### src/sv/rgbgrad_pkg.sv
// ----------------------------------------------------------------------------
// rgbgrad_pkg
// Types, constants and helpers for the RGB565 gradient generator.
// ----------------------------------------------------------------------------
`default_nettype none

package rgbgrad_pkg;

  localparam int COLOR_W     = 16;
  localparam int AW_W        = 10;
  localparam int AH_W        = 8;
  localparam int COL_OUT_W   = 9;
  localparam int CFG_IDX_W   = 3;
  localparam int CH_W        = 6;
  localparam int CH5_W       = 5;
  localparam int AW_MAX      = (1 << AW_W) - 1;
  localparam int MAX_WIDTH_DEF = 512;

  // divider: |quotient| <= max channel delta, so QB bits suffice
  localparam int QB          = 6;
  localparam int NUM_W       = 18;
  localparam int MAG_W       = NUM_W - 1;
  localparam int STEP_W      = $clog2(QB);

  localparam logic [COLOR_W-1:0] RED_MASK = 16'hF800;
  localparam logic [COLOR_W-1:0] GRN_MASK = 16'h07E0;
  localparam logic [COLOR_W-1:0] BLU_MASK = 16'h001F;
  localparam logic [CH_W-1:0]    CH5_MASK = 6'h1F;
  localparam int RED_SHIFT = 11;
  localparam int GRN_SHIFT = 5;

  typedef enum logic [CFG_IDX_W-1:0] {
    REG_TOP_COLOR    = 3'd0,
    REG_BOTTOM_COLOR = 3'd1,
    REG_AREA_WIDTH   = 3'd2,
    REG_AREA_HEIGHT  = 3'd3,
    REG_DIRECTION    = 3'd4
  } cfg_reg_t;

  typedef enum logic [1:0] {
    CH_RED,
    CH_GREEN,
    CH_BLUE
  } chan_t;

  typedef enum logic [2:0] {
    G_IDLE,
    G_PREP,
    G_ISSUE,
    G_WAIT,
    G_EMIT
  } gen_state_t;

  typedef enum logic [1:0] {
    LS_IDLE,
    LS_MUL,
    LS_DIV
  } lerp_state_t;

  typedef struct packed {
    logic            go;
    logic [CH_W-1:0] a;
    logic [CH_W-1:0] b;
    logic [AW_W-1:0] i;
    logic [AW_W-1:0] n;
  } lerp_req_t;

  typedef struct packed {
    logic            done;
    logic [CH_W-1:0] value;
  } lerp_rsp_t;

  function automatic logic [CH_W-1:0] chan_field(input logic [COLOR_W-1:0] c,
                                                 input chan_t ch);
    logic [CH_W-1:0] f;
    unique case (ch)
      CH_RED:   f = CH_W'((c & RED_MASK) >> RED_SHIFT);
      CH_GREEN: f = CH_W'((c & GRN_MASK) >> GRN_SHIFT);
      CH_BLUE:  f = CH_W'(c & BLU_MASK);
      default:  f = '0;
    endcase
    return f;
  endfunction

endpackage

`default_nettype wire

### src/sv/rgbgrad_ifs.sv
// ----------------------------------------------------------------------------
// rgbgrad interfaces
// Request and pixel channels of the gradient generator.
// ----------------------------------------------------------------------------
`default_nettype none

interface rgbgrad_req_if;
  logic valid;
  logic ready;
  logic restart;

  modport source (output valid, output restart, input ready);
  modport sink   (input valid, input restart, output ready);
endinterface

interface rgbgrad_pix_if;
  logic                                  valid;
  logic                                  ready;
  logic [rgbgrad_pkg::COLOR_W-1:0]       pixel_color;
  logic [rgbgrad_pkg::COL_OUT_W-1:0]     column;
  logic [rgbgrad_pkg::AH_W-1:0]          row;
  logic                                  last_pixel;

  modport source (output valid, output pixel_color, output column, output row,
                  output last_pixel, input ready);
  modport sink   (input valid, input pixel_color, input column, input row,
                  input last_pixel, output ready);
endinterface

`default_nettype wire

### src/sv/rgbgrad_lerp.sv
// ----------------------------------------------------------------------------
// rgbgrad_lerp
// Shared channel interpolator: one multiply, then a restoring divide that
// retires one quotient bit per cycle.
// ----------------------------------------------------------------------------
`default_nettype none

module rgbgrad_lerp (
  input  wire logic                  clk,
  input  wire logic                  rst,
  input  wire rgbgrad_pkg::lerp_req_t req,
  output rgbgrad_pkg::lerp_rsp_t     rsp
);

  rgbgrad_pkg::lerp_state_t state, state_next;

  logic [rgbgrad_pkg::CH_W-1:0]   a, b;
  logic [rgbgrad_pkg::AW_W-1:0]   i, n;
  logic                           neg;
  logic [rgbgrad_pkg::MAG_W-1:0]  rem, dvs;
  logic [rgbgrad_pkg::QB-1:0]     q;
  logic [rgbgrad_pkg::STEP_W-1:0] step;
  logic                           done;
  logic [rgbgrad_pkg::CH_W-1:0]   value;

  logic signed [rgbgrad_pkg::CH_W:0]    delta;
  logic signed [rgbgrad_pkg::NUM_W-1:0] delta_x, i_x, prod, num, num_abs;
  logic                                 ge;
  logic [rgbgrad_pkg::QB-1:0]           q_fin;
  logic [rgbgrad_pkg::CH_W+1:0]         q_ext, sum;

  assign delta   = $signed({1'b0, b}) - $signed({1'b0, a});
  assign delta_x = rgbgrad_pkg::NUM_W'(delta);
  assign i_x     = $signed(rgbgrad_pkg::NUM_W'(i));
  assign prod    = delta_x * i_x;
  assign num     = prod + $signed(rgbgrad_pkg::NUM_W'(n >> 1));
  assign num_abs = num[rgbgrad_pkg::NUM_W-1] ? -num : num;

  assign ge    = (rem >= dvs);
  assign q_fin = {q[rgbgrad_pkg::QB-2:0], ge};
  assign q_ext = (rgbgrad_pkg::CH_W+2)'(q_fin);
  assign sum   = (rgbgrad_pkg::CH_W+2)'(a) + (neg ? -q_ext : q_ext);

  always_ff @(posedge clk) begin
    if (rst) begin
      state <= rgbgrad_pkg::LS_IDLE;
      done  <= 1'b0;
    end else begin
      state <= state_next;
      done  <= (state == rgbgrad_pkg::LS_DIV) && (step == rgbgrad_pkg::STEP_W'(rgbgrad_pkg::QB - 1));
    end
  end

  always_ff @(posedge clk) begin
    unique case (state)
      rgbgrad_pkg::LS_IDLE: begin
        if (req.go) begin
          a <= req.a;
          b <= req.b;
          i <= req.i;
          n <= req.n;
        end
      end
      rgbgrad_pkg::LS_MUL: begin
        neg  <= num[rgbgrad_pkg::NUM_W-1];
        rem  <= num_abs[rgbgrad_pkg::MAG_W-1:0];
        dvs  <= rgbgrad_pkg::MAG_W'(n) << (rgbgrad_pkg::QB - 1);
        q    <= '0;
        step <= '0;
      end
      rgbgrad_pkg::LS_DIV: begin
        if (ge) begin
          rem <= rem - dvs;
        end
        dvs  <= dvs >> 1;
        q    <= q_fin;
        step <= step + 1'b1;
        if (step == rgbgrad_pkg::STEP_W'(rgbgrad_pkg::QB - 1)) begin
          value <= sum[rgbgrad_pkg::CH_W-1:0];
        end
      end
      default: ;
    endcase
  end

  always_comb begin
    state_next = state;
    unique case (state)
      rgbgrad_pkg::LS_IDLE: if (req.go) state_next = rgbgrad_pkg::LS_MUL;
      rgbgrad_pkg::LS_MUL:  state_next = rgbgrad_pkg::LS_DIV;
      rgbgrad_pkg::LS_DIV: begin
        if (step == rgbgrad_pkg::STEP_W'(rgbgrad_pkg::QB - 1)) begin
          state_next = rgbgrad_pkg::LS_IDLE;
        end
      end
      default: state_next = rgbgrad_pkg::LS_IDLE;
    endcase
  end

  assign rsp.done  = done;
  assign rsp.value = value;

endmodule

`default_nettype wire

### src/sv/rgb565_linear_gradient_generator.sv
// ----------------------------------------------------------------------------
// rgb565_linear_gradient_generator
// Streams the pixels of a rectangle filled with a linear RGB565 gradient.
// ----------------------------------------------------------------------------
// Usage:
//   cfg_we/cfg_idx/cfg_wdata write colors, size and direction; write only
//   while the block is idle. Each transfer on req yields the next pixel in
//   row-major order on pix (restart=1 returns to row 0, column 0 first).
//   An empty rectangle (zero width or height) yields no pixel.
//   last_pixel marks the final pixel; the next request starts a new frame.
// Timing:
//   For each pixel request the three color channels pass one after
//   another through a single multiply/restoring-divide unit that retires
//   one quotient bit per cycle. req.ready rises together with pix.valid,
//   so a new request is taken only once the previous pixel is finished.
//   An empty request holds req.ready low for one cycle. One request is in
//   work at a time.
// Reset and stall:
//   rst clears the counters and loads register defaults (1x1 area, black).
//   pix has an output register: a new request is taken while a pixel waits,
//   and the finished pixel is held until the previous one is transferred.
// ----------------------------------------------------------------------------
`default_nettype none

module rgb565_linear_gradient_generator #(
  parameter int MAX_WIDTH = rgbgrad_pkg::MAX_WIDTH_DEF
) (
  input  wire logic                                clk,
  input  wire logic                                rst,
  input  wire logic                                cfg_we,
  input  wire logic [rgbgrad_pkg::CFG_IDX_W-1:0]   cfg_idx,
  input  wire logic [rgbgrad_pkg::COLOR_W-1:0]     cfg_wdata,
  rgbgrad_req_if.sink                              req,
  rgbgrad_pix_if.source                            pix
);

  localparam int WLIM = (MAX_WIDTH < rgbgrad_pkg::AW_MAX) ? MAX_WIDTH : rgbgrad_pkg::AW_MAX;
  localparam int CW   = (WLIM > 1) ? $clog2(WLIM) : 1;

  localparam int AW = rgbgrad_pkg::AW_W;
  localparam int AH = rgbgrad_pkg::AH_W;

  // configuration
  logic [rgbgrad_pkg::COLOR_W-1:0] top_color, bottom_color;
  logic [AW-1:0]                   area_width;
  logic [AH-1:0]                   area_height;
  logic                            direction;

  always_ff @(posedge clk) begin
    if (rst) begin
      top_color    <= '0;
      bottom_color <= '0;
      area_width   <= AW'(1);
      area_height  <= AH'(1);
      direction    <= 1'b0;
    end else if (cfg_we) begin
      unique case (cfg_idx)
        rgbgrad_pkg::REG_TOP_COLOR:    top_color    <= cfg_wdata;
        rgbgrad_pkg::REG_BOTTOM_COLOR: bottom_color <= cfg_wdata;
        rgbgrad_pkg::REG_AREA_WIDTH:   area_width   <= cfg_wdata[AW-1:0];
        rgbgrad_pkg::REG_AREA_HEIGHT:  area_height  <= cfg_wdata[AH-1:0];
        rgbgrad_pkg::REG_DIRECTION:    direction    <= cfg_wdata[0];
        default: ;
      endcase
    end
  end

  // sequencer state
  rgbgrad_pkg::gen_state_t state, state_next;
  rgbgrad_pkg::chan_t      ch;

  logic [CW-1:0]  col;
  logic [AH-1:0]  row;
  logic           restart;
  logic [CW-1:0]  cur_col;
  logic [AH-1:0]  cur_row;
  logic           cur_last;
  logic [AW-1:0]  pix_i, pix_n;
  logic [rgbgrad_pkg::CH5_W-1:0] red, blue;
  logic [rgbgrad_pkg::CH_W-1:0]  green;

  logic           out_valid;
  logic [rgbgrad_pkg::COLOR_W-1:0]   out_color;
  logic [rgbgrad_pkg::COL_OUT_W-1:0] out_col;
  logic [AH-1:0]  out_row;
  logic           out_last;

  rgbgrad_pkg::lerp_req_t lreq;
  rgbgrad_pkg::lerp_rsp_t lrsp;

  // position of the pixel to emit
  logic [AW-1:0] w_eff;
  logic          empty, wrap;
  logic [CW-1:0] col_base, c;
  logic [AH-1:0] row_base, r;
  logic [AW-1:0] c10;
  logic [AW:0]   c_inc;
  logic [AH:0]   r_inc;
  logic          emit_ok;
  logic [rgbgrad_pkg::CH_W-1:0] ch_val;

  assign w_eff    = (area_width > AW'(WLIM)) ? AW'(WLIM) : area_width;
  assign empty    = (w_eff == '0) || (area_height == '0);
  assign col_base = restart ? '0 : col;
  assign row_base = restart ? '0 : row;
  assign wrap     = (AW'(col_base) >= w_eff) || (row_base >= area_height);
  assign c        = wrap ? '0 : col_base;
  assign r        = wrap ? '0 : row_base;
  assign c10      = AW'(c);
  assign c_inc    = (AW+1)'(c10) + 1'b1;
  assign r_inc    = (AH+1)'(r) + 1'b1;
  assign emit_ok  = !out_valid || pix.ready;
  assign ch_val   = lrsp.value;

  always_ff @(posedge clk) begin
    if (rst) begin
      state     <= rgbgrad_pkg::G_IDLE;
      col       <= '0;
      row       <= '0;
      out_valid <= 1'b0;
    end else begin
      state <= state_next;
      if (state == rgbgrad_pkg::G_PREP) begin
        if (empty) begin
          col <= col_base;
          row <= row_base;
        end else if (c_inc >= (AW+1)'(w_eff)) begin
          col <= '0;
          row <= (r_inc >= (AH+1)'(area_height)) ? '0 : r_inc[AH-1:0];
        end else begin
          col <= c_inc[CW-1:0];
          row <= r;
        end
      end
      if (state == rgbgrad_pkg::G_EMIT && emit_ok) begin
        out_valid <= 1'b1;
      end else if (pix.ready) begin
        out_valid <= 1'b0;
      end
    end
  end

  always_ff @(posedge clk) begin
    if (req.valid && req.ready) begin
      restart <= req.restart;
    end
    unique case (state)
      rgbgrad_pkg::G_PREP: begin
        cur_col  <= c;
        cur_row  <= r;
        cur_last <= (c10 == w_eff - 1'b1) && (r == area_height - 1'b1);
        pix_i    <= direction ? c10 : AW'(r);
        pix_n    <= direction ? w_eff : AW'(area_height);
        ch       <= rgbgrad_pkg::CH_RED;
      end
      rgbgrad_pkg::G_WAIT: begin
        if (lrsp.done) begin
          unique case (ch)
            rgbgrad_pkg::CH_RED: begin
              red <= ch_val[rgbgrad_pkg::CH5_W-1:0];
              ch  <= rgbgrad_pkg::CH_GREEN;
            end
            rgbgrad_pkg::CH_GREEN: begin
              green <= ch_val;
              ch    <= rgbgrad_pkg::CH_BLUE;
            end
            rgbgrad_pkg::CH_BLUE: blue <= ch_val[rgbgrad_pkg::CH5_W-1:0];
            default: ;
          endcase
        end
      end
      rgbgrad_pkg::G_EMIT: begin
        if (emit_ok) begin
          out_color <= {red, green, blue};
          out_col   <= rgbgrad_pkg::COL_OUT_W'(cur_col);
          out_row   <= cur_row;
          out_last  <= cur_last;
        end
      end
      default: ;
    endcase
  end

  always_comb begin
    state_next = state;
    unique case (state)
      rgbgrad_pkg::G_IDLE:  if (req.valid) state_next = rgbgrad_pkg::G_PREP;
      rgbgrad_pkg::G_PREP:  state_next = empty ? rgbgrad_pkg::G_IDLE : rgbgrad_pkg::G_ISSUE;
      rgbgrad_pkg::G_ISSUE: state_next = rgbgrad_pkg::G_WAIT;
      rgbgrad_pkg::G_WAIT: begin
        if (lrsp.done) begin
          state_next = (ch == rgbgrad_pkg::CH_BLUE) ? rgbgrad_pkg::G_EMIT
                                                     : rgbgrad_pkg::G_ISSUE;
        end
      end
      rgbgrad_pkg::G_EMIT:  if (emit_ok) state_next = rgbgrad_pkg::G_IDLE;
      default: state_next = rgbgrad_pkg::G_IDLE;
    endcase
  end

  assign lreq.go = (state == rgbgrad_pkg::G_ISSUE);
  assign lreq.a  = rgbgrad_pkg::chan_field(top_color, ch);
  assign lreq.b  = rgbgrad_pkg::chan_field(bottom_color, ch);
  assign lreq.i  = pix_i;
  assign lreq.n  = pix_n;

  rgbgrad_lerp u_lerp (
    .clk (clk),
    .rst (rst),
    .req (lreq),
    .rsp (lrsp)
  );

  assign req.ready       = (state == rgbgrad_pkg::G_IDLE);
  assign pix.valid       = out_valid;
  assign pix.pixel_color = out_color;
  assign pix.column      = out_col;
  assign pix.row         = out_row;
  assign pix.last_pixel  = out_last;

endmodule

`default_nettype wire

### src/flat_wrapper.sv
// flat-port wrapper written by rule: the top's interface ports become plain ports
module rgb565_linear_gradient_generator_flat 
#(
  parameter int MAX_WIDTH = rgbgrad_pkg::MAX_WIDTH_DEF
)
  (clk, rst, cfg_we, cfg_idx, cfg_wdata, req_valid, req_restart, req_ready, pix_valid, pix_pixel_color, pix_column, pix_row, pix_last_pixel, pix_ready);
  rgbgrad_req_if req_i ();
  rgbgrad_pix_if pix_i ();
  input  wire logic clk;
  input  wire logic rst;
  input  wire logic cfg_we;
  input  wire logic [rgbgrad_pkg::CFG_IDX_W-1:0] cfg_idx;
  input  wire logic [rgbgrad_pkg::COLOR_W-1:0] cfg_wdata;
  input wire logic [$bits(req_i.valid)-1:0] req_valid;
  input wire logic [$bits(req_i.restart)-1:0] req_restart;
  output wire logic [$bits(req_i.ready)-1:0] req_ready;
  output wire logic [$bits(pix_i.valid)-1:0] pix_valid;
  output wire logic [$bits(pix_i.pixel_color)-1:0] pix_pixel_color;
  output wire logic [$bits(pix_i.column)-1:0] pix_column;
  output wire logic [$bits(pix_i.row)-1:0] pix_row;
  output wire logic [$bits(pix_i.last_pixel)-1:0] pix_last_pixel;
  input wire logic [$bits(pix_i.ready)-1:0] pix_ready;
  assign req_i.valid = req_valid;
  assign req_i.restart = req_restart;
  assign req_ready = req_i.ready;
  assign pix_valid = pix_i.valid;
  assign pix_pixel_color = pix_i.pixel_color;
  assign pix_column = pix_i.column;
  assign pix_row = pix_i.row;
  assign pix_last_pixel = pix_i.last_pixel;
  assign pix_i.ready = pix_ready;
  rgb565_linear_gradient_generator #(.MAX_WIDTH(MAX_WIDTH)) u_core (.clk(clk), .rst(rst), .cfg_we(cfg_we), .cfg_idx(cfg_idx), .cfg_wdata(cfg_wdata), .req(req_i), .pix(pix_i));
endmodule
### config.mk
export PLATFORM = sky130hd
export DESIGN_NAME = rgb565_linear_gradient_generator_flat
export DESIGN_NICKNAME = d
export VERILOG_FILES = /design/src/sv/rgbgrad_pkg.sv /design/src/sv/rgbgrad_ifs.sv /design/src/sv/rgbgrad_lerp.sv /design/src/sv/rgb565_linear_gradient_generator.sv /design/src/flat_wrapper.sv
export SDC_FILE = /design/constraint.sdc
export NUM_CORES = 1
export LEC_CHECK = 0
export ABC_CLOCK_PERIOD_IN_PS = 6400
export BUFFER_PORTS_ARGS = -buffer_cell sky130_fd_sc_hd__buf_2
export CELL_PAD_IN_SITES_DETAIL_PLACEMENT = 1
export CELL_PAD_IN_SITES_GLOBAL_PLACEMENT = 2
export CORE_MARGIN = 5
export CORE_UTILIZATION = 37
export DETAILED_ROUTE_END_ITERATION = 10
export PLACE_DENSITY_LB_ADDON = 0.1
export SLEW_MARGIN = 20
export SYNTH_ARGS = -nofsm -noshare
export SYNTH_HDL_FRONTEND = slang
export SYNTH_SLANG_ARGS = --single-unit
### constraint.sdc
create_clock -name clk -period 6.4 [get_ports clk]
set_input_delay 0.32 -clock clk [delete_from_list [all_inputs] [get_ports clk]]
set_output_delay 0.32 -clock clk [all_outputs]
set_load 0.02 [all_outputs]
==> results of run 1 <==
## cell usage after synthesis, types with 3 or more instances
cell / count / area, µm²
nand2_1: 178 / 668.1
edfxtp_1: 168 / 5045
inv_1: 146 / 548.0
ha_1: 120 / 1501
a21oi_1: 100 / 500.5
nor2_1: 95 / 356.6
dfxtp_1: 75 / 1501
xnor2_1: 54 / 473.0
fa_1: 47 / 940.9
o21ai_0: 45 / 225.2
and2_1: 43 / 269.0
clkbuf_1: 43 / 161.4
nor3_1: 32 / 160.2
a21o_1: 29 / 217.7
nand2b_1: 27 / 168.9
nor2b_1: 27 / 168.9
xor2_1: 27 / 236.5
mux2i_1: 26 / 260.3
nand3_1: 21 / 105.1
o21a_1: 18 / 135.1
mux2_2: 17 / 191.4
a31oi_1: 9 / 56.30
a32o_1: 9 / 90.09
nand4_1: 9 / 56.30
nor4_1: 8 / 50.05
or2_2: 8 / 50.05
or3_1: 8 / 50.05
a221oi_1: 6 / 52.55
o211ai_1: 6 / 45.04
o21ai_1: 5 / 25.02
o221ai_1: 5 / 43.79
o31ai_1: 5 / 37.54
or4_1: 5 / 37.54
a2111oi_0: 4 / 35.03
a211oi_1: 4 / 30.03
buf_1: 4 / 15.01
clkinv_1: 4 / 15.01
nor3b_1: 4 / 30.03
o2111ai_1: 4 / 35.03
o21bai_1: 4 / 30.03
a211o_1: 3 / 26.28
and4_1: 3 / 26.28
## worst min path at each step
| stage | from | endpoint | slack [ps] | depth (start not counted) |
|---|---|---|---|---|
| 3_5_place_dp | u_core.cur_col[0]$_DFFE_PN_ | u_core.pix.column[0]$_DFFE_PP_ | 410 | 0 |
| 2_1_floorplan | u_core.u_lerp.value[5]$_DFFE_PP_ | u_core.green[5]$_DFFE_PP_ | 400 | 0 |
| 3_3_place_gp | u_core.pix_n[0]$_DFFE_PN_ | u_core.u_lerp.n[0]$_DFFE_PP_ | 400 | 0 |
| 5_1_grt | cfg_wdata[9] | u_core.area_width[9]$_SDFFE_PP0P_ | 20 | 3 |
| 6_report | cfg_wdata[9] | u_core.bottom_color[9]$_SDFFE_PP0P_ | 30 | 3 |
| 4_1_cts | cfg_wdata[9] | u_core.bottom_color[9]$_SDFFE_PP0P_ | 2 | 3 |
## through the flow
step	instances	TNS, ps	setup slack [ps]
CTS	2182	0	0.9810
detailed placement	2118	-4461	-321.4
global placement	2118	-1382	-134.8
finish	2195	0	94.32
floorplan	1494	0	15.18
global route	2195	-1358	-150.7
## logic make-up (layout without fill, tap and decap cells)
kind of cell / after synthesis / in the layout / synth area share
AO/OA/AOI/OAI: 283 / 283 / 0.1236
XOR/XNOR: 81 / 81 / 0.04716
adder cells (fa/ha/maj): 167 / 167 / 0.1623
buffers and inverters: 201 / 377 / 0.05123
flip-flops: 243 / 243 / 0.4351
multiplexers: 43 / 43 / 0.03002
AND/OR/NAND/NOR: 476 / 476 / 0.1505
## where the power goes
part | switching (mW) | total (mW) | internal, mW
logic | 3.17 | 6.18 | 3.01
clock network | 0.682 | 1.80 | 1.12
registers | 0.0698 | 2.01 | 1.94
## routing by layer
metal	track usage	wire, µm	up-vias
met2	0.3347	21000	132
met1	0.2341	18230	5540
met4	0.04865	1038	0
li1	-	-	5518
met3	0.01912	1157	62
met5	0	0	-
## what timing repair did
item | CTS | global route
gates cloned | 1 | 0
pin swaps | 14 | 61
gates resized for setup | 35 | 77
endpoints found under the hold margin | 13 | 0
setup buffers | 3 | 13
setup endpoints to repair | 17 | 16
hold buffers | 7 | 0
## state kept, by name, indices dropped and copies added, names as in the netlist, 6 cells and up
| register | flops |
|---|---|
| u_core.u_lerp.rem | 17 |
| u_core.bottom_color | 16 |
| u_core.pix.pixel_color | 16 |
| u_core.top_color | 16 |
| u_core.u_lerp.dvs | 15 |
| u_core.area_width | 10 |
| u_core.pix_n | 10 |
| u_core.u_lerp.n | 10 |
| u_core.col | 9 |
| u_core.cur_col | 9 |
| u_core.pix.column | 9 |
| u_core.pix_i | 9 |
| u_core.u_lerp.i | 9 |
| u_core.area_height | 8 |
| u_core.cur_row | 8 |
| u_core.pix.row | 8 |
| u_core.row | 8 |
| u_core.green | 6 |
| u_core.u_lerp.a | 6 |
| u_core.u_lerp.b | 6 |
| u_core.u_lerp.value | 6 |
## placed cells by master, fill, tap and decap left out, types with 8 or more instances in the layout
cell	count
clkinv_1	9
xnor2_1	51
o21ai_0	37
buf_2	60
nor2_1	87
buf_4	95
a31oi_1	8
o21a_1	18
buf_6	9
o21ai_1	9
dfxtp_1	75
fa_1	40
nand2b_1	25
inv_2	13
mux2_2	17
nor3_1	28
nand3_1	20
mux2i_1	26
a21oi_1	93
xor2_1	25
ha_1	113
a32o_1	9
a21o_1	29
nand4_1	9
nor2b_1	27
clkbuf_16	29
edfxtp_1	168
nand2_1	176
and2_1	42
inv_1	132
## tightest hold or removal path, delay by kind of cell
kind	cells	cell delay, ps
simple gates	1	50
compound gates	1	50
buf+inv	1	130
## cell type report
class | instances | share of cell area
Timing Repair Buffer | 172 | 0.06611
Tap cell | 525 | 0.03604
Clock buffer | 33 | 0.04064
Multi-Input combinational cell | 1050 | 0.4492
Timing Repair inverter | 1 | 0.0004119
Clock inverter | 20 | 0.01696
Sequential cell | 243 | 0.3592
Inverter | 151 | 0.03151
==> out/qor.yml, run 1 <==
worst_setup_path:
  worstSetupPathType: "reg2reg"
  rr_worst_depth: 24
  worstSetupPathDepth: 24
  crit_slowest_cell: "fa_2"
  cp.arrival_ps: 6690
  cp_common_cell: "fa_2"
  cp.buffers_inverters: 6
  critPathMaxStageDelay_ps: 570
  endpoint_kind: "register"
  r2r-end: "u_core.u_lerp.rem[15]$_DFFE_PP_"
  critPathMaxFanout: 7
  reg2reg_slack_ps: 90
  critPathRequiredTime_ps: 6780
  cp-endpoint: "u_core.u_lerp.rem[15]$_DFFE_PP_"
  crit_chain: "inv_1 -> ha_2 -> inv_2 -> fa_2 -> a21o_1 -> a21oi_2 -> buf_6 -> xnor2_4 -> buf_6 -> and2_1 -> fa_2 -> inv_2 -> fa_1 -> fa_2 -> fa_2 -> inv_2 -> ha_4 -> a21oi_4 -> o21ai_2 -> or3_4 -> o21a_1 -> o311a_4 -> or4_4 -> o221ai_2"
  crit_family: "adder cells"
  reg2reg_from: "u_core.u_lerp.b[0]$_DFFE_PP_"
  startpoint_type: "register"
  critPathLaunch: "u_core.u_lerp.b[0]$_DFFE_PP_"
die:
  die_area_um2: 44790
  coreArea_um2: 40010
  dieWidth_um: 211.6
  die_h_um: 211.6
  start_util: 0.3761
  rows: 73
  ios: 61
clocking:
  path_clk_slew_ps: 60
  cts_sinks: 243
  htreeDepth: 1
  clk-insertion-delay-late_ps: 570
  cts_made_buffers: 29
  clockRootBuffer: "clkbuf_16"
  cts_tree: "done"
  max-clock-path-buffers: 3
placement:
  dpl-instance-area_um2: 16490
  portBuffers: 60
  dp_hpwl_um: 31720
  routabilityCongestion: 0.8135
global_routing:
  grt_pass1_vias: 11950
  antenna_found_initial: 0
  grt_max_degree: 68
  grt_pass1_wl_um: 66300
  grt.total_usage: 0.1843
  grt_overflow: 0
sta:
  fmax_mhz: 158.6
  period_share: 0.9853
  period_needed_ps: 6306
  slew_viol_final: 0
  rsz0062_at_grt: "true"
  relSlewSlack: 0.2896
  fin_skew_ps: 16.92
  setup_viol: 0
  final_hold_viol_count: 0
  holdWs_ps: 31.98
  worst_pin_slew_ps: 1066
detailed_routing:
  viasPerCell: 5.126
  drt_iter0_drc: 433
  wirelength_um: 41420
  drc: 0
  vias: 11250
  first_pass_iters: 4
  wl_per_cell_um: 18.87
  ant_nets: 0
min_path:
  hold_class: "in2reg"
yosys:
  ys_ff_latch: 243
  syn_area_um2: 15040
  synth.distinct_cells: 70
  syn_inst: 1494
  async_flop_share: 0
  synth-main-ff-cell: "edfxtp_1"
  yosysWarnings: 0
  synth-edff-count: 168
  ys_seq_area_frac: 0.4351
  syn_nets: 1686
  synth.avg_cell_area_um2: 10.07
finish:
  fillers: 4499
  final_area_um2: 18230
  multi_input_comb_area_um2: 8187
  register_area_um2: 6546
  drive_gt1_frac: 0.1934
  antenna_cells: 0
  final_util: 0.4556
  final_net_count: 1840
  syn_to_final_growth_pct: 21.15
pwr:
  leakagePower_nw: 7.435
  power_mw: 9.990
  peakVddDrop_mv: 0.4594
  cellPowerDensity_nw_per_um2: 548.1
status:
  outcome: "completed"
run:
  maxCapViolCount: 0
Note: power is estimated with default switching activity, not from simulation.
==> run 2: changes to the inputs <==
--- a/config.mk
+++ b/config.mk
@@ -13,6 +13,7 @@
 export CORE_UTILIZATION = 37
 export DETAILED_ROUTE_END_ITERATION = 10
 export PLACE_DENSITY_LB_ADDON = 0.1
+export SETUP_SLACK_MARGIN = 0.3
 export SLEW_MARGIN = 20
 export SYNTH_ARGS = -nofsm -noshare
 export SYNTH_HDL_FRONTEND = slang
==> run 2 against run 1 <==
  * Die area is the same
  * Largest power group unchanged
  * Count of clock-buffer cells in the layout shrank 1
  * Core utilization shrank 0.13 points
  * Largest cell class unchanged
  * Routed wire length grew 2.1%
  * Final cell count shrank 0.27%
  * Cell area shrank 0.30%
  * Total power grew 0.43%
  * Combinational power grew 1%
  * Non-clock buffer count shrank 8
==> out/qor.yml, run 2 (synthesis gave the netlist of run 1 again) <==
min_path:
  whs_endpoint: "u_core.area_width[4]$_SDFFE_PP0P_"
  min_from: "cfg_wdata[4]"
  min_delay_path_depth: 3  # unchanged
  hold_class: "in2reg"
pwr:
  leakagePower_nw: 7.423  # -0.15%
  peakVddDrop_mv: 0.4073  # -11%
  cellPowerDensity_nw_per_um2: 552.1  # +0.73%
detailed_routing:
  ant_nets: 0  # unchanged
  wl_per_cell_um: 19.31  # +2.3%
  viasPerCell: 5.159  # +0.65%
  drc: 0  # unchanged
  wirelength_um: 42270  # +2.1%
  first_pass_iters: 5  # +1
  vias: 11290  # +0.37%
  drt_iter0_drc: 423  # -2.3%
worst_setup_path:
  worstSetupPathType: "reg2reg"
  crit_family: "adder cells"
  reg2reg_from: "u_core.u_lerp.b[0]$_DFFE_PP_"
  critPathRequiredTime_ps: 6690  # -90 ps
  cp.arrival_ps: 6650  # -40 ps
  crit_slowest_cell: "fa_1"
  endpoint_kind: "register"
  r2r-end: "u_core.u_lerp.rem[13]$_DFFE_PP_"
  rr_worst_depth: 28  # +17%
  critPathMaxFanout: 5  # -2
  reg2reg_slack_ps: 40  # -50 ps
  cp.buffers_inverters: 7  # +1
  startpoint_type: "register"
  critPathMaxStageDelay_ps: 540  # -30 ps
placement:
  pre_cts_ws_ps: -156.3  # +165.1 ps
  routabilityCongestion: 0.8205  # +0.86%
  portBuffers: 60  # unchanged
  dp_hpwl_um: 31890  # +0.54%
die:
  coreArea_um2: 40010  # unchanged
  start_util: 0.3761  # unchanged
  die_area_um2: 44790  # unchanged
  die_h_um: 211.6  # unchanged
  rows: 73  # unchanged
  dieWidth_um: 211.6  # unchanged
  ios: 61  # unchanged
sta:
  worst_pin_slew_ps: 1031  # -34.90 ps
  setup_viol: 0  # unchanged
  holdWs_ps: 37.93  # +5.951 ps
  final_hold_viol_count: 0  # unchanged
  fin_skew_ps: 17.63  # +0.7005 ps
  rsz0062_at_grt: "true"
  layout_setup_ws_ps: 42.83  # -51.50 ps
  period_share: 0.9933  # +0.008046
  slew_viol_final: 0  # unchanged
  relSlewSlack: 0.3129  # +0.02326
  period_needed_ps: 6357  # +51.50 ps
  fmax_mhz: 157.3  # -0.81%
run:
  maxCapViolCount: 0  # unchanged
finish:
  final_common_cell: "nand2_1"
  multi_input_comb_area_um2: 8204  # +0.21%
  most-common-layout-cells: "175 x nand2_1, 168 x edfxtp_1, 138 x inv_1"
  largest_reg_flops: 17  # unchanged
  syn_to_final_growth_pct: 20.79
  register_area_um2: 6546  # unchanged
  fillers: 4473  # -0.58%
  final_net_count: 1833  # -0.38%
  top_register: "u_core.u_lerp.rem"
  drive_gt1_frac: 0.1887  # -0.004711
  antenna_cells: 0  # unchanged
clocking:
  clk-insertion-delay-late_ps: 570  # about the same
  clockRootBuffer: "clkbuf_16"
  cts_tree: "done"
  cts_made_buffers: 29  # unchanged
  path_clk_slew_ps: 60  # about the same
  cts_sinks: 243  # unchanged
  htreeDepth: 1  # unchanged
  max-clock-path-buffers: 3  # unchanged
global_routing:
  grt_max_degree: 68  # unchanged
  grt_overflow: 0  # unchanged
  antenna_found_initial: 0  # unchanged
  grt.total_usage: 0.1885  # +0.004241
  grt_pass1_wl_um: 67540  # +1.9%
  grt_pass1_vias: 12190  # +2.0%
status:
  outcome: "completed"
## run 2: worst max-delay path by stage
stage / start / endpoint / slack [ps] / depth (start not counted)
2_1_floorplan: u_core.u_lerp.a[1]$_DFFE_PP_ / u_core.u_lerp.rem[10]$_DFFE_PP_ / 300 / 27
3_3_place_gp: u_core.u_lerp.b[0]$_DFFE_PP_ / u_core.u_lerp.rem[9]$_DFFE_PP_ / 30 / 26
3_5_place_dp: u_core.u_lerp.b[0]$_DFFE_PP_ / u_core.u_lerp.rem[15]$_DFFE_PP_ / -160 / 24
4_1_cts: u_core.u_lerp.b[0]$_DFFE_PP_ / u_core.u_lerp.rem[15]$_DFFE_PP_ / 170 / 27
5_1_grt: u_core.u_lerp.b[0]$_DFFE_PP_ / u_core.u_lerp.rem[13]$_DFFE_PP_ / -220 / 27
6_report: u_core.u_lerp.b[0]$_DFFE_PP_ / u_core.u_lerp.rem[13]$_DFFE_PP_ / 40 / 28
## run 2: worst register-to-register path, delay by kind of cell (launching register included)
kind,cells,cell delay (ps)
adders and majority gates,7,2800
AOI/OAI and AO/OA,8,1100
and+or+nand+nor,4,880
buffers and inverters,7,560
DFF,1,380
xor gates and xnor gates,1,250
muxes,1,140
## run 2: final cells by class
cell class	instances	share of cell area
clock buffers	32	0.04166
clock inverters	22	0.01632
inverters	151	0.03133
multi-input cells	1051	0.4515
flip-flops and latches	243	0.3602
well taps	525	0.03615
repair buffers	164	0.06245
repair inverters	1	0.0004131
## run 2: metrics by stage
stage / util / cell area (µm²) / setup TNS [ps] / power (mW) / cells
6_report: 0.4542 / 18170 / 0 / 10.03 / 2189
2_1_floorplan: - / 15150 / 0 / 5.361 / 1494
4_1_cts: 0.4503 / 18010 / 0 / 9.608 / 2178
3_3_place_gp: 0.4096 / 16390 / 0 / 6.750 / 2094
3_5_place_dp: 0.4096 / 16390 / -769.3 / 6.845 / 2094
5_1_grt: 0.4542 / 18170 / -1337 / 10.83 / 2189
## run 2: timing repair
action / in CTS / in global routing
gates resized for setup: 66 / 19
hold endpoints to repair: 15 / 0
setup buffers: 20 / 11
endpoints found under the setup margin: 17 / 17
hold buffers: 8 / 0
pin swaps: 49 / 34
gates cloned: 2 / 0
## run 2: power breakdown
group	internal, mW	total [mW]	leakage, nW	switching, mW
Sequential	1.94	2.01	2.16	0.0691
Clock	1.10	1.79	0.508	0.687
Combinational	3.05	6.24	4.76	3.18
## run 2: metal layers
metal	global-route usage	wire length (µm)
met5	0	0
met1	0.2401	18730
met3	0.02341	1073
met4	0.04842	931
met2	0.3396	21540
